==> src/rtl/core/tsd_pkg.sv <==
package tsd_pkg;

   // Telnet protocol bytes
   localparam logic [7:0] TN_IAC  = 8'd255;
   localparam logic [7:0] TN_SE   = 8'd240;
   localparam logic [7:0] TN_SB   = 8'd250;
   localparam logic [7:0] TN_WILL = 8'd251;
   localparam logic [7:0] TN_WONT = 8'd252;
   localparam logic [7:0] TN_DO   = 8'd253;
   localparam logic [7:0] TN_DONT = 8'd254;

   // Parser phase
   typedef enum logic [2:0] {
      PH_DATA   = 3'd0,
      PH_IAC    = 3'd1,
      PH_VERB   = 3'd2,
      PH_SBOPT  = 3'd3,
      PH_SUB    = 3'd4,
      PH_SUBIAC = 3'd5
   } phase_type;

   // Event kinds reported on the result channel
   typedef enum logic [2:0] {
      EV_APP_DATA  = 3'd0,
      EV_COMMAND   = 3'd1,
      EV_NEGOTIATE = 3'd2,
      EV_SUB_START = 3'd3,
      EV_SUB_DATA  = 3'd4,
      EV_SUB_END   = 3'd5
   } kind_type;

   // One result transaction
   typedef struct packed {
      logic [7:0] data_byte;
      logic [7:0] option_byte;
      logic [7:0] code_byte;
      kind_type   event_kind;
      logic       last;
   } event_type;

   // Decode of one byte: how many events and what they are
   typedef struct packed {
      logic [1:0] nres;
      event_type  ev0;
      event_type  ev1;
   } decode_type;

endpackage

==> src/rtl/core/tsd_parser.sv <==
module tsd_parser
   import tsd_pkg::*;
(
   input  logic       clock,
   input  logic       reset,
   input  logic       step,
   input  logic [7:0] rx_byte,
   output decode_type dec
);

   phase_type  phase_ff, phase_in;
   logic [7:0] verb_ff, verb_in;
   logic [7:0] sub_opt_ff, sub_opt_in;

   // State registers, advanced only when a byte is consumed
   always_ff @(posedge clock) begin
      if (reset) begin
         phase_ff   <= PH_DATA;
         verb_ff    <= '0;
         sub_opt_ff <= '0;
      end else if (step) begin
         phase_ff   <= phase_in;
         verb_ff    <= verb_in;
         sub_opt_ff <= sub_opt_in;
      end
   end

   // Next phase and the events caused by this byte
   always_comb begin
      phase_in   = PH_DATA;
      verb_in    = verb_ff;
      sub_opt_in = sub_opt_ff;
      dec        = '0;
      dec.ev0.last = 1'b1;
      dec.ev1.last = 1'b1;
      case (phase_ff)
         PH_IAC: begin
            if (rx_byte inside {[TN_WILL:TN_DONT]}) begin
               verb_in  = rx_byte;
               phase_in = PH_VERB;
            end else if (rx_byte == TN_SB) begin
               phase_in = PH_SBOPT;
            end else begin
               dec.nres          = 2'd1;
               dec.ev0.event_kind = EV_COMMAND;
               dec.ev0.code_byte  = rx_byte;
            end
         end
         PH_VERB: begin
            dec.nres            = 2'd1;
            dec.ev0.event_kind  = EV_NEGOTIATE;
            dec.ev0.code_byte   = verb_ff;
            dec.ev0.option_byte = rx_byte;
         end
         PH_SBOPT: begin
            sub_opt_in          = rx_byte;
            phase_in            = PH_SUB;
            dec.nres            = 2'd1;
            dec.ev0.event_kind  = EV_SUB_START;
            dec.ev0.option_byte = rx_byte;
         end
         PH_SUB: begin
            if (rx_byte == TN_IAC) begin
               phase_in = PH_SUBIAC;
            end else begin
               phase_in            = PH_SUB;
               dec.nres            = 2'd1;
               dec.ev0.event_kind  = EV_SUB_DATA;
               dec.ev0.option_byte = sub_opt_ff;
               dec.ev0.data_byte   = rx_byte;
            end
         end
         PH_SUBIAC: begin
            if (rx_byte == TN_SE) begin
               dec.nres            = 2'd1;
               dec.ev0.event_kind  = EV_SUB_END;
               dec.ev0.option_byte = sub_opt_ff;
            end else begin
               // raw pass-through of the escape and the byte after it
               phase_in            = PH_SUB;
               dec.nres            = 2'd2;
               dec.ev0.event_kind  = EV_SUB_DATA;
               dec.ev0.option_byte = sub_opt_ff;
               dec.ev0.data_byte   = TN_IAC;
               dec.ev0.last        = 1'b0;
               dec.ev1.event_kind  = EV_SUB_DATA;
               dec.ev1.option_byte = sub_opt_ff;
               dec.ev1.data_byte   = rx_byte;
            end
         end
         default: begin
            if (rx_byte == TN_IAC) begin
               phase_in = PH_IAC;
            end else begin
               dec.nres          = 2'd1;
               dec.ev0.event_kind = EV_APP_DATA;
               dec.ev0.data_byte  = rx_byte;
            end
         end
      endcase
   end

endmodule

==> src/rtl/core/telnet_stream_deframer.sv <==
// Channel   Dir  Transaction
// req_*     in   one received telnet byte (tdata[7:0])
// rsp_*     out  one event; tuser gives its kind, tlast marks the final event of its byte
//
// A byte sits in the input register, is decoded combinationally and its first
// event lands in the output register; one byte per clock is sustained unless stalled.
// A byte inside a subnegotiation that releases a held IAC gives two events:
// the second waits in a pending register and the input stalls until it moves to the output.
// Reset is synchronous and returns the parser to the plain data phase.
// Backpressure on rsp_tready holds the output register and then the input.
module telnet_stream_deframer
   import tsd_pkg::*;
(
   input  logic        clock,
   input  logic        reset,
   input  logic        req_tvalid,
   output logic        req_tready,
   input  logic [7:0]  req_tdata,   // [7:0] rx_byte
   output logic        rsp_tvalid,
   input  logic        rsp_tready,
   output logic [23:0] rsp_tdata,   // [7:0] code_byte, [15:8] option_byte,
                                    // [23:16] data_byte
   output logic [2:0]  rsp_tuser,   // [2:0] event_kind
   output logic        rsp_tlast
);

   logic       in_vld_ff;
   logic [7:0] in_byte_ff;
   logic       out_vld_ff;
   event_type  out_ev_ff;
   logic       pend_vld_ff;
   event_type  pend_ev_ff;

   decode_type dec;
   logic       out_free;
   logic       consume;

   tsd_parser u_parser (
      .clock   (clock),
      .reset   (reset),
      .step    (consume),
      .rx_byte (in_byte_ff),
      .dec     (dec)
   );

   // Handshake control
   assign out_free   = !out_vld_ff || rsp_tready;
   assign consume    = in_vld_ff && !pend_vld_ff && ((dec.nres == 2'd0) || out_free);
   assign req_tready = !in_vld_ff || consume;

   // Input register
   always_ff @(posedge clock) begin
      if (reset) begin
         in_vld_ff <= 1'b0;
      end else if (req_tready) begin
         in_vld_ff <= req_tvalid;
      end
   end

   always_ff @(posedge clock) begin
      if (req_tready && req_tvalid) begin
         in_byte_ff <= req_tdata;
      end
   end

   // Output and pending registers
   always_ff @(posedge clock) begin
      if (reset) begin
         out_vld_ff  <= 1'b0;
         pend_vld_ff <= 1'b0;
      end else if (pend_vld_ff && out_free) begin
         out_vld_ff  <= 1'b1;
         pend_vld_ff <= 1'b0;
      end else if (consume && (dec.nres != 2'd0)) begin
         out_vld_ff  <= 1'b1;
         pend_vld_ff <= (dec.nres == 2'd2);
      end else if (rsp_tready) begin
         out_vld_ff <= 1'b0;
      end
   end

   always_ff @(posedge clock) begin
      if (pend_vld_ff && out_free) begin
         out_ev_ff <= pend_ev_ff;
      end else if (consume && (dec.nres != 2'd0)) begin
         out_ev_ff  <= dec.ev0;
         pend_ev_ff <= dec.ev1;
      end
   end

   // Result channel
   assign rsp_tvalid = out_vld_ff;
   assign rsp_tlast  = out_ev_ff.last;
   assign rsp_tuser  = out_ev_ff.event_kind;
   assign rsp_tdata  = {out_ev_ff.data_byte, out_ev_ff.option_byte, out_ev_ff.code_byte};

`ifndef SYNTHESIS
   // a pending second event always sits behind a shown first one
   a_pend_behind_out: assert property (@(posedge clock) disable iff (reset)
      pend_vld_ff |-> out_vld_ff)
      else $error("pending event without an output event");

   // a non-final event is always followed by its pending partner
   a_first_has_second: assert property (@(posedge clock) disable iff (reset)
      (out_vld_ff && !out_ev_ff.last) |-> pend_vld_ff)
      else $error("non-final event without a following event");

   // no byte is decoded while a second event is still pending
   a_no_consume_pending: assert property (@(posedge clock) disable iff (reset)
      pend_vld_ff |-> !consume)
      else $error("byte consumed while an event is pending");
`endif

endmodule
==> config.mk <==
export PLATFORM = sky130hd
export DESIGN_NAME = telnet_stream_deframer
export DESIGN_NICKNAME = d
export VERILOG_FILES = /design/src/rtl/core/tsd_pkg.sv /design/src/rtl/core/tsd_parser.sv /design/src/rtl/core/telnet_stream_deframer.sv
export SDC_FILE = /design/constraint.sdc
export NUM_CORES = 1
export LEC_CHECK = 0
export BUFFER_PORTS_ARGS = -buffer_cell sky130_fd_sc_hd__buf_2
export CELL_PAD_IN_SITES_DETAIL_PLACEMENT = 1
export CELL_PAD_IN_SITES_GLOBAL_PLACEMENT = 1
export CORE_ASPECT_RATIO = 1.2
export CORE_MARGIN = 5
export CORE_UTILIZATION = 45
export CTS_BUF_LIST = sky130_fd_sc_hd__clkbuf_8 sky130_fd_sc_hd__clkbuf_16
export CTS_CLUSTER_DIAMETER = 30
export DETAILED_ROUTE_END_ITERATION = 8
export GPL_TIMING_DRIVEN = 0
export PLACE_DENSITY = 0.9
export SETUP_SLACK_MARGIN = 0.02
export SLEW_MARGIN = 30
export SYNTH_ARGS = -nofsm -noshare
export SYNTH_HDL_FRONTEND = slang
export SYNTH_SLANG_ARGS = --single-unit
==> constraint.sdc <==
create_clock -name clock -period 5.1 [get_ports clock]
set_input_delay 0 -clock clock [delete_from_list [all_inputs] [get_ports clock]]
set_output_delay 0 -clock clock [all_outputs]
set_load 0.02 [all_outputs]
==> key figures <==
CTS
  – Clock root buffer master: clkbuf_8
  – H-tree depth: 3
  – Reg clk slew, reported paths: 80 ps
  – Clk_lat worst skew: between 300 and 400 ps
  – CTS tree: built
  – Bufs on Longest Clock Path: 2
  – CTS sink count: 75
  – CTS Buf Count: 9
  – # resized after CTS: 0

Logic synthesis
  – Seq cells post-synth: 75
  – Ys async rst share: 0
  – Library cells used by synthesis: 43
  – Synth warn: 0
  – Syn nets: around 290
  – Top-count cell post-synth: edfxtp_1
  – Prevailing post-synth register cell: edfxtp_1
  – Syn_area_per_cell: around 12 µm²
  – Commonest cells post-synth: edfxtp_1, nor2_1, dfxtp_1
  – Post-synth EDFFs: 53
  – Cell Area, Synth: 3170 µm²
  – Largest area contributor in the netlist: edfxtp_1
  – Syn Inst Count: around 270
  – Seq/Total Area, Yosys: 0.641
  – Synth top area cells: edfxtp_1, dfxtp_1, nor2_1, a22oi_1, mux2i_1
  – Yosys top cell area share: 0.502

Worst hold path
  – Worst hold path class: input pin to register

Global route
  – Remaining Overflow, GRT: 0
  – First-pass GRT wire length: approximately 12000 µm
  – Largest net degree at the start of global routing: 25
  – Initial antenna violation count: 0
  – GRT Util Overall: 0.185
  – Vias in the first global route: 2412

Setup path
  – WS Path Type: register to register
  – CP endpoint kind: register
  – RR Endpoint: rsp_tdata[22]$_DFFE_PP_
  – Reg2reg setup slack: 2530 ps
  – Crit path to: rsp_tdata[22]$_DFFE_PP_
  – Crit path max fanout: 8
  – FF-to-FF Start: in_byte_ff[5]$_DFFE_PP_
  – CP startpoint: in_byte_ff[5]$_DFFE_PP_
  – FF-to-FF path depth: 6
  – Arrival time worst endpoint: 2650 ps
  – Startpoint class of the critical path: register
  – Critical Path RT: a little over 5000 ps

Final layout
  – Area of the multi-input gates: between 1000 and 1500 µm²
  – Finished layout cell area: about 3800 µm²
  – Fillers: 756
  – Nets: around 350
  – Share of cells above drive strength 1: 0.199
  – Diodes inserted: 0
  – Core Util, Final: 0.561
  – Storage element area: 2030 µm²
  – Synth-to-Final Area Change: 21.4%

Timing
  – Setup TNS: 0 ps
  – Min Hold Slack: 98.4 ps
  – Final worst setup slack: 2530 ps
  – Relative max-transition margin: 0.470
  – Crit path time final: approximately 2600 ps
  – Finish-stage setup viols: 0
  – RSZ-0062 raised after global routing: false
  – Final period util: 0.505
  – Final Hold Vio Count: 0
  – Fmax: around 0.39 GHz
  – Slew @ Worst Pin: 795 ps
  – Fin. max-slew vios: 0
  – Clk_skew: 12.2 ps

Detailed routing
  – Drt pass-1 iters: 4
  – Avg Vias per Cell: 5.43
  – Initial DRC Count: 210
  – Routed length per instance: 17.8 µm
  – ANT nets after route: 0
  – Vias: 2329
  – DRC: 0
  – DRT Wirelength: 7630 µm

Die
  – DIE WIDTH: 86.6 µm
  – Initial Utilization: 0.462
  – Ports: between 40 and 50
  – Chip height: between 100 and 150 µm
  – Row cnt: 33
  – Core ar.: 6850 µm²
  – Die ar.: 8830 µm²

Power
  – P_leak: between 0.001 and 0.0015 µW
  – Power per cell area: 323 nW/µm²
  – VDD IR max: 0.198 mV

Place
  – Port Buf Inserts: 41
  – Placer Congestion: 0.904
  – Pre-CTS setup slack: roughly 2500 ps
  – Area after DPL: between 3000 and 4000 µm²
  – Post-detail-place hpwl: 5130 µm

Run status
  – Outcome: complete, no violations

Flow run
  – Max-cap violations: 0
-- power by group --
part           internal [µW]  switching, µW  total (µW)  leakage (µW)
logic                   25.7           46.7        72.3      0.000647
registers                671           11.4         682      0.000686
clock network            278            211         489      0.000122
-- placed cells by master (no fill, tap or decap), types with 11 or more instances in the layout --
cell	n
edfxtp_1	53
mux2i_1	11
a21oi_1	19
a22oi_1	16
dfxtp_1	22
nand2_1	14
nor2_1	36
and2_1	16
buf_2	45
clkbuf_8	11
inv_1	18
o21ai_0	12
-- per-stage QoR --
step	total power (µW)	std cells
final	1240	429
after global routing	1290	429
after CTS	1250	429
after detailed placement	762	403
after global placement	756	402
after floorplan	732	274
-- cell type report --
cell class | count | area share
Sequential cell | 75 | 0.528
Multi-Input combinational cell | 169 | 0.268
Timing Repair Buffer | 52 | 0.0865
Clock buffer | 12 | 0.0459
Tap cell | 87 | 0.0283
Buffer | 15 | 0.0179
Inverter | 15 | 0.0146
Clock inverter | 4 | 0.0107
-- repair_timing --
item,CTS,global route
endpoints found under the hold margin,11,0
endpoints found under the setup margin,0,0
hold buffers,10,0
setup buffers,0,0
-- worst min path at each step --
stage / from / to / slack (ps) / depth (start not counted)
finish: rsp_tready / rsp_tvalid$_SDFFE_PP0P_ / 100 / 4
detailed placement: req_tdata[6] / in_byte_ff[6]$_DFFE_PP_ / 180 / 1
floorplan: reset / u_parser.phase_ff[2]$_SDFFE_PP0N_ / 80 / 1
global placement: req_tdata[1] / in_byte_ff[1]$_DFFE_PP_ / 180 / 1
CTS: rsp_tready / rsp_tvalid$_SDFFE_PP0P_ / 80 / 4
global route: rsp_tready / rsp_tvalid$_SDFFE_PP0P_ / 110 / 4
-- worst max-delay path, stage by stage (launching register included) --
cell and delay (ps):
edfxtp_1 600, nand4_1 190, nor4b_2 400, and3b_1 230, clkbuf_1 210, nor2_1 490, a21oi_1 170
-- routing by layer --
layer  global-route usage  vias to the layer above  share of wire
met4                0.110                        0          0.026
met5                    0                        -              0
li1                     -                     1115              -
met1                0.220                     1124           0.41
met3               0.0298                       15          0.053
met2                0.316                       75           0.51
-- registers in the layout, indices dropped and copies added (netlist names) --
signal	count
pend_ev_ff	17
in_byte_ff	8
rsp_tlast	1
rsp_tdata	24
rsp_tvalid	1
in_vld_ff	1
pend_vld_ff	1
rsp_tuser	3
u_parser.phase_ff	3
u_parser.sub_opt_ff	8
u_parser.verb_ff	8
-- logic make-up (layout without fill, tap and decap cells) --
| family | count (synthesis) | in the layout | synth area share |
|---|---|---|---|
| compound gates | 61 | 61 | 0.124 |
| buf+inv | 30 | 98 | 0.0395 |
| flops | 75 | 75 | 0.641 |
| mux | 11 | 11 | 0.0348 |
| simple gates | 97 | 97 | 0.161 |
(Power assumes the default switching activity.)
